<file path="src/rtl/core/rx_fifo_xon_xoff_flow_defines.svh">
// assertion macros shared by the receive fifo modules
// each macro takes a label, the clock, the reset and a property or condition body
`ifndef RX_FIFO_XON_XOFF_FLOW_DEFINES_SVH
`define RX_FIFO_XON_XOFF_FLOW_DEFINES_SVH
`ifndef SYNTHESIS
// property that must hold at every clock edge outside reset
`define RFX_ASSERT(lbl, clk_s, rst_s, prop) \
  lbl: assert property (@(posedge clk_s) disable iff (rst_s) (prop)) \
    else $error("rfx assertion failed");
// condition that must never be true outside reset
`define RFX_NEVER(lbl, clk_s, rst_s, cond) \
  lbl: assert property (@(posedge clk_s) disable iff (rst_s) !(cond)) \
    else $error("rfx forbidden condition seen");
`else
`define RFX_ASSERT(lbl, clk_s, rst_s, prop)
`define RFX_NEVER(lbl, clk_s, rst_s, cond)
`endif
`endif

</file>
<file path="src/rtl/core/rfx_pkg.sv">
`timescale 1ns / 1ps
`default_nettype none
package rfx_pkg;

  // buffer geometry
  localparam int DEPTH   = 1024;
  localparam int ADDR_W  = $clog2(DEPTH);
  localparam int COUNT_W = ADDR_W + 1;
  localparam int LEVEL_W = 11;

  localparam logic [ADDR_W-1:0]  LAST_ADDR   = ADDR_W'(DEPTH - 1);
  localparam logic [COUNT_W-1:0] DEPTH_COUNT = COUNT_W'(DEPTH);

  // reset values of the configuration registers
  localparam logic [LEVEL_W-1:0] HIGH_LEVEL_RST = LEVEL_W'(980);
  localparam logic [LEVEL_W-1:0] LOW_LEVEL_RST  = LEVEL_W'(44);

  // operation codes of a request
  typedef enum logic [1:0] {
    FUNC_RX    = 2'd0,
    FUNC_READ  = 2'd1,
    FUNC_FLUSH = 2'd2,
    FUNC_NOP   = 2'd3
  } func_t;

  // flow character to transmit
  typedef enum logic [1:0] {
    FLOW_NONE = 2'd0,
    FLOW_XOFF = 2'd1,
    FLOW_XON  = 2'd2
  } flow_t;

  // configuration register indexes
  typedef enum logic [1:0] {
    CFG_FLOW_ENABLE = 2'd0,
    CFG_HIGH_LEVEL  = 2'd1,
    CFG_LOW_LEVEL   = 2'd2
  } cfg_index_t;

  // controller states
  typedef enum logic {
    ST_IDLE = 1'b0,
    ST_READ = 1'b1
  } state_t;

  typedef struct packed {
    func_t      func;
    logic [7:0] rx_byte;
  } in_item_t;

  typedef struct packed {
    logic [7:0]         read_byte;
    logic               read_valid;
    flow_t              flow_send;
    logic [COUNT_W-1:0] fill_count;
    logic               overrun;
  } out_item_t;

  // controller to datapath
  typedef struct packed {
    logic take;    // request accepted this cycle
    logic finish;  // ram data of a read is available
  } ctl_cmd_t;

  // datapath to controller
  typedef struct packed {
    logic mem_read;  // current request reads a byte from the ram
  } dp_status_t;

  // ring index increment
  function automatic logic [ADDR_W-1:0] next_addr(input logic [ADDR_W-1:0] a);
    logic [ADDR_W-1:0] r;
    r = (a == LAST_ADDR) ? '0 : a + ADDR_W'(1);
    return r;
  endfunction

endpackage
`default_nettype wire

</file>
<file path="src/rtl/core/rfx_ctrl.sv">
`timescale 1ns / 1ps
`default_nettype none
`include "rx_fifo_xon_xoff_flow_defines.svh"
module rfx_ctrl (
  input  wire logic                clk,
  input  wire logic                rst,
  input  wire logic                in_valid,
  output logic                     in_ready,
  output logic                     out_valid,
  input  wire logic                out_ready,
  input  wire rfx_pkg::dp_status_t status,
  output rfx_pkg::ctl_cmd_t        cmd
);

  rfx_pkg::state_t state;
  rfx_pkg::state_t state_next;
  logic            out_valid_next;

  // next state
  always_comb begin
    state_next = state;
    case (state)
      rfx_pkg::ST_IDLE: begin
        if (cmd.take && status.mem_read) begin
          state_next = rfx_pkg::ST_READ;
        end
      end
      rfx_pkg::ST_READ: begin
        state_next = rfx_pkg::ST_IDLE;
      end
      default: begin
        state_next = rfx_pkg::ST_IDLE;
      end
    endcase
  end

  // outputs: accept when idle and the result slot is empty or frees this cycle
  always_comb begin
    in_ready   = 1'b0;
    cmd.take   = 1'b0;
    cmd.finish = 1'b0;
    case (state)
      rfx_pkg::ST_IDLE: begin
        in_ready = !out_valid || out_ready;
      end
      rfx_pkg::ST_READ: begin
        cmd.finish = 1'b1;
      end
      default: begin
        in_ready = 1'b0;
      end
    endcase
    cmd.take = in_valid && in_ready;
    // result slot occupancy
    if ((cmd.take && !status.mem_read) || cmd.finish) begin
      out_valid_next = 1'b1;
    end else if (out_ready) begin
      out_valid_next = 1'b0;
    end else begin
      out_valid_next = out_valid;
    end
  end

  // state and result valid
  always_ff @(posedge clk) begin
    if (rst) begin
      state     <= rfx_pkg::ST_IDLE;
      out_valid <= 1'b0;
    end else begin
      state     <= state_next;
      out_valid <= out_valid_next;
    end
  end

  `RFX_ASSERT(a_read_one_cycle, clk, rst, state == rfx_pkg::ST_READ |=> state == rfx_pkg::ST_IDLE)
  `RFX_ASSERT(a_read_delivers, clk, rst, state == rfx_pkg::ST_READ |=> out_valid)
  `RFX_ASSERT(a_direct_delivers, clk, rst, cmd.take && !status.mem_read |=> out_valid)
  `RFX_NEVER(a_no_overwrite, clk, rst, cmd.take && out_valid && !out_ready)

endmodule
`default_nettype wire

</file>
<file path="config.mk">
export PLATFORM = sky130hd
export DESIGN_NAME = rfx_ctrl
export DESIGN_NICKNAME = d
export VERILOG_FILES = /design/src/rtl/core/rfx_pkg.sv /design/src/rtl/core/rfx_ctrl.sv
export VERILOG_INCLUDE_DIRS = /design/src /design/src/rtl/core
export SDC_FILE = /design/constraint.sdc
export NUM_CORES = 1
export LEC_CHECK = 0
export ABC_AREA = 0
export BUFFER_PORTS_ARGS = -buffer_cell sky130_fd_sc_hd__buf_2
export CELL_PAD_IN_SITES_DETAIL_PLACEMENT = 1
export CELL_PAD_IN_SITES_GLOBAL_PLACEMENT = 1
export CORE_AREA = 2 2 39 41
export DETAILED_ROUTE_END_ITERATION = 10
export DIE_AREA = 0 0 41 43
export PLACE_DENSITY = 0.3
export SLEW_MARGIN = 25
export SYNTH_ARGS = -nofsm -noshare
export SYNTH_HDL_FRONTEND = slang
export SYNTH_SLANG_ARGS = --single-unit
</file>
<file path="constraint.sdc">
create_clock -name clk -period 0.8 [get_ports clk]
set_input_delay 0.16 -clock clk [delete_from_list [all_inputs] [get_ports clk]]
set_output_delay 0.16 -clock clk [all_outputs]
set_load 0.05 [all_outputs]
</file>
Word level (Yosys, flattened, before mapping)
Index checks and enable logic that the tools add are counted.

Bits in registers: 2. Latch bits: 0. Memory bits (writable): 0. Bits in read-only memories: 0. Output and inout port bits: 4. Word-level logic and storage cells: 17. Memories: 0.

Add/subtract/negate cells: 0. Multipliers: 0. Divide/modulo/power cells: 0. Magnitude comparators: 0. Equality and inequality tests: 0. Shift operators: 0. Muxes and demuxes: 6. Bitwise operators: 1. Reductions and logical operators: 8.

Operators with widths (number): $mux W1 (5); $logic_and A1 B1 Y1 (3); $logic_not A1 Y1 (2); $logic_or A1 B1 Y1 (2); $pmux W1 S2 (1); $reduce_bool A2 Y1 (1); $not A1 Y1 (1).

Logic depth before layout (Yosys ltp)
Word-level depth: 7. Depth in mapped cells: 2. Depth with buffers taken out: 2.

Worst setup path after synthesis
Ideal clock, no wire load.

Kind: flip-flop to output port. Start point: register out_valid. End point: output port cmd[1] (netlist name). Data arrival time: 1.097 ns. Data required time: 0.640 ns. Setup slack: -0.457 ns. Cell stages (with the launch flop): 3. Cells stage by stage: dfxtp_1 -> nand2b_4 -> and3_1.

RTL lines: from (decl) (RTL line rfx_ctrl.sv:9) `output logic out_valid,`; from (signal assigned) (RTL line rfx_ctrl.sv:71) `out_valid <= out_valid_next;`; to (decl) (RTL line rfx_ctrl.sv:12) `output rfx_pkg::ctl_cmd_t cmd`.

==> impl_metrics.yaml <==
timing:
  finClkSkew_ps: 7.100
  rsz0062_at_grt: "true"
  relSlewSlack_pct: 90.70
  min_period_ps: 1116
  slew_viol_final: 0
  fmax_mhz: 895.7
  hold_slack_ps: 109.0
  setup_slack_ps: -316.5
  setup_viol: 4
  finalCritPeriodShare_pct: 139.6
  worst_slew_pin_slew_ps: 138.9
  hold_violations: 0
  tns_ps: -850.3
global_routing:
  grt_overflow: 0
  grt_usage_pct: 4.509
  grt_max_degree: 5
  grt_pass1_wl_um: 448
  grt_pass1_vias: 117
  antenna_found_initial: 0
drt:
  num_vias: 121
  first_pass_iters: 1
  wl_um: 330
  via_per_inst: 3.025
  avgRoutedWirePerCell_um: 8.250
  drc: 0
  drt_iter0_markers: 0
  ant_nets: 0
power:
  p_seq_share_pct: 22.2
  switching_share_pct: 28.28
  p_sw_mw: 0.1425
  p_per_area_nw_per_um2: 2004
  intPower_mw: 0.3615
  power.total_mw: 0.5040
  p_leak_nw: 0.1142
  ir_worst_vdd_v: 0.0004740
  clkPwrFrac_pct: 49.2
  combPwrFrac_pct: 28.6
hold_path:
  hp-start: "rst"
  hold_class: "in2reg"
  hold_end: "out_valid"
  hold_path_depth: 2
yosys:
  synth_cell_types: 10
  ys_seq_area_share_pct: 38.10
  ys_ff_latch: 2
  syn_nets: 16
  avgSynthCellArea_sq_um: 9.555
  netlist_instances: 11
  ys_warn_count: 0
  syn-cell-area_sq_um: 105.1
floorplanning:
  die_area_sq_um: 1763
  die_y_um: 43
  coreArea_sq_um: 1384
  start_util_pct: 7.595
  placementRows: 14
  ios: 9
  die_w_um: 41
placed_design:
  portBuffers: 8
  placed_cell_area_sq_um: 176.4
  post-place-ws_ps: -190.9
  place_congestion: 0.4861
  dp_cells: 35
critical_path:
  r2r_end: "state"
  required_ps: 640
  r2r_slack_ps: 10
  path_max_fanout: 3
  r2r-start: "out_valid"
  startpoint_type: "flip-flop"
  cp-startpoint: "out_valid"
  worst_setup_path_end_kind: "primary output"
  ff2ff_path_depth: 3
  path_class: "reg2out"
  worstPathArrival_ps: 960
layout:
  layout-drive-gt1-share_pct: 79.17
  fin_cells: 40
  mostFrequentLayoutCells: "4 x buf_2, 4 x buf_8, 3 x clkbuf_4"
  postLayoutCellArea_sq_um: 251.5
  layout.nets: 30
  antenna_cells: 0
  syn_to_final_growth_pct: 139.3
  fin_util_pct: 18.17
clock_tree:
  clockBufferDepth: 2
  clock_sinks: 2
  holdBufCountCts: 0
  cts_tree: "built"
  cts_root_buffer: "clkbuf_4"
  cts_inserted_buffers: 3
  htreeDepth: 1
  path_clk_slew_ps: 30
  clkLatencyLatePin_ps: 230
run_status:
  violations: "negative setup slack"
  status: "complete, but fails checks"
flow_run:
  maxCapViolCount: 0
## Yosys cell counts
cell type | number | area share [%]
buf_4 | 1 | 7.1
dfxtp_1 | 2 | 38
inv_1 | 1 | 3.6
nor2b_1 | 1 | 6.0
nand2b_1 | 1 | 6.0
and3_1 | 1 | 6.0
a31oi_1 | 1 | 6.0
and4_1 | 1 | 8.3
and2_1 | 1 | 6.0
nand2b_4 | 1 | 13
## sequential cells by signal (all words and copies together), names as in the netlist
name       count
state          1
out_valid      1
## worst max-delay path by stage
stage | depth (start not counted) | endpoint
after floorplan | 2 | cmd[1]
after global placement | 3 | cmd[1]
after detailed placement | 3 | cmd[1]
after CTS | 3 | cmd[1]
after global routing | 3 | cmd[1]
final | 3 | cmd[1]
## final cells by class
class | instances | area [sq um]
Fill cell | 161 | 1132
Tap cell | 16 | 20.02
Timing Repair Buffer | 10 | 95.09
Sequential cell | 2 | 45.04
Multi-Input combinational cell | 7 | 61.31
Inverter | 1 | 3.754
Clock buffer | 4 | 26.28
## critical path: stages, from the launching register on
cell	delay [ps]
dfxtp_4	340
nand2b_4	70
and3_4	180
buf_8	140
## layer usage
metal	routed length, um	vias to the layer above	track usage, %
met5	0	-	0
met4	0	0	8.000
met3	51	0	1.571
met2	139	9	4.375
met1	139	51	5.112
li1	-	61	-
## power by group through the flow
stage,Combinational (mW),Clock (mW),Sequential (mW)
after global placement,0.106,0,0.111
after floorplan,0.0668,0,0.124
after global routing,0.152,0.277,0.112
final,0.144,0.248,0.112
after CTS,0.131,0.268,0.112
after detailed placement,0.107,0,0.111
## cell families (layout without fill, tap and decap cells)
kind of cell,after synthesis,in the layout,share of synthesized area (%)
DFF,2,2,38.10
buffers and inverters,2,15,10.71
and+or+nand+nor,6,6,45.25
AOI/OAI and AO/OA,1,1,5.956
## repair_timing
item	CTS	global route
setup buffers	0	1
pin swaps	2	0
setup endpoints to repair	5	6
resized for setup	11	4
hold endpoints to repair	0	0
(Power assumes the default switching activity.)
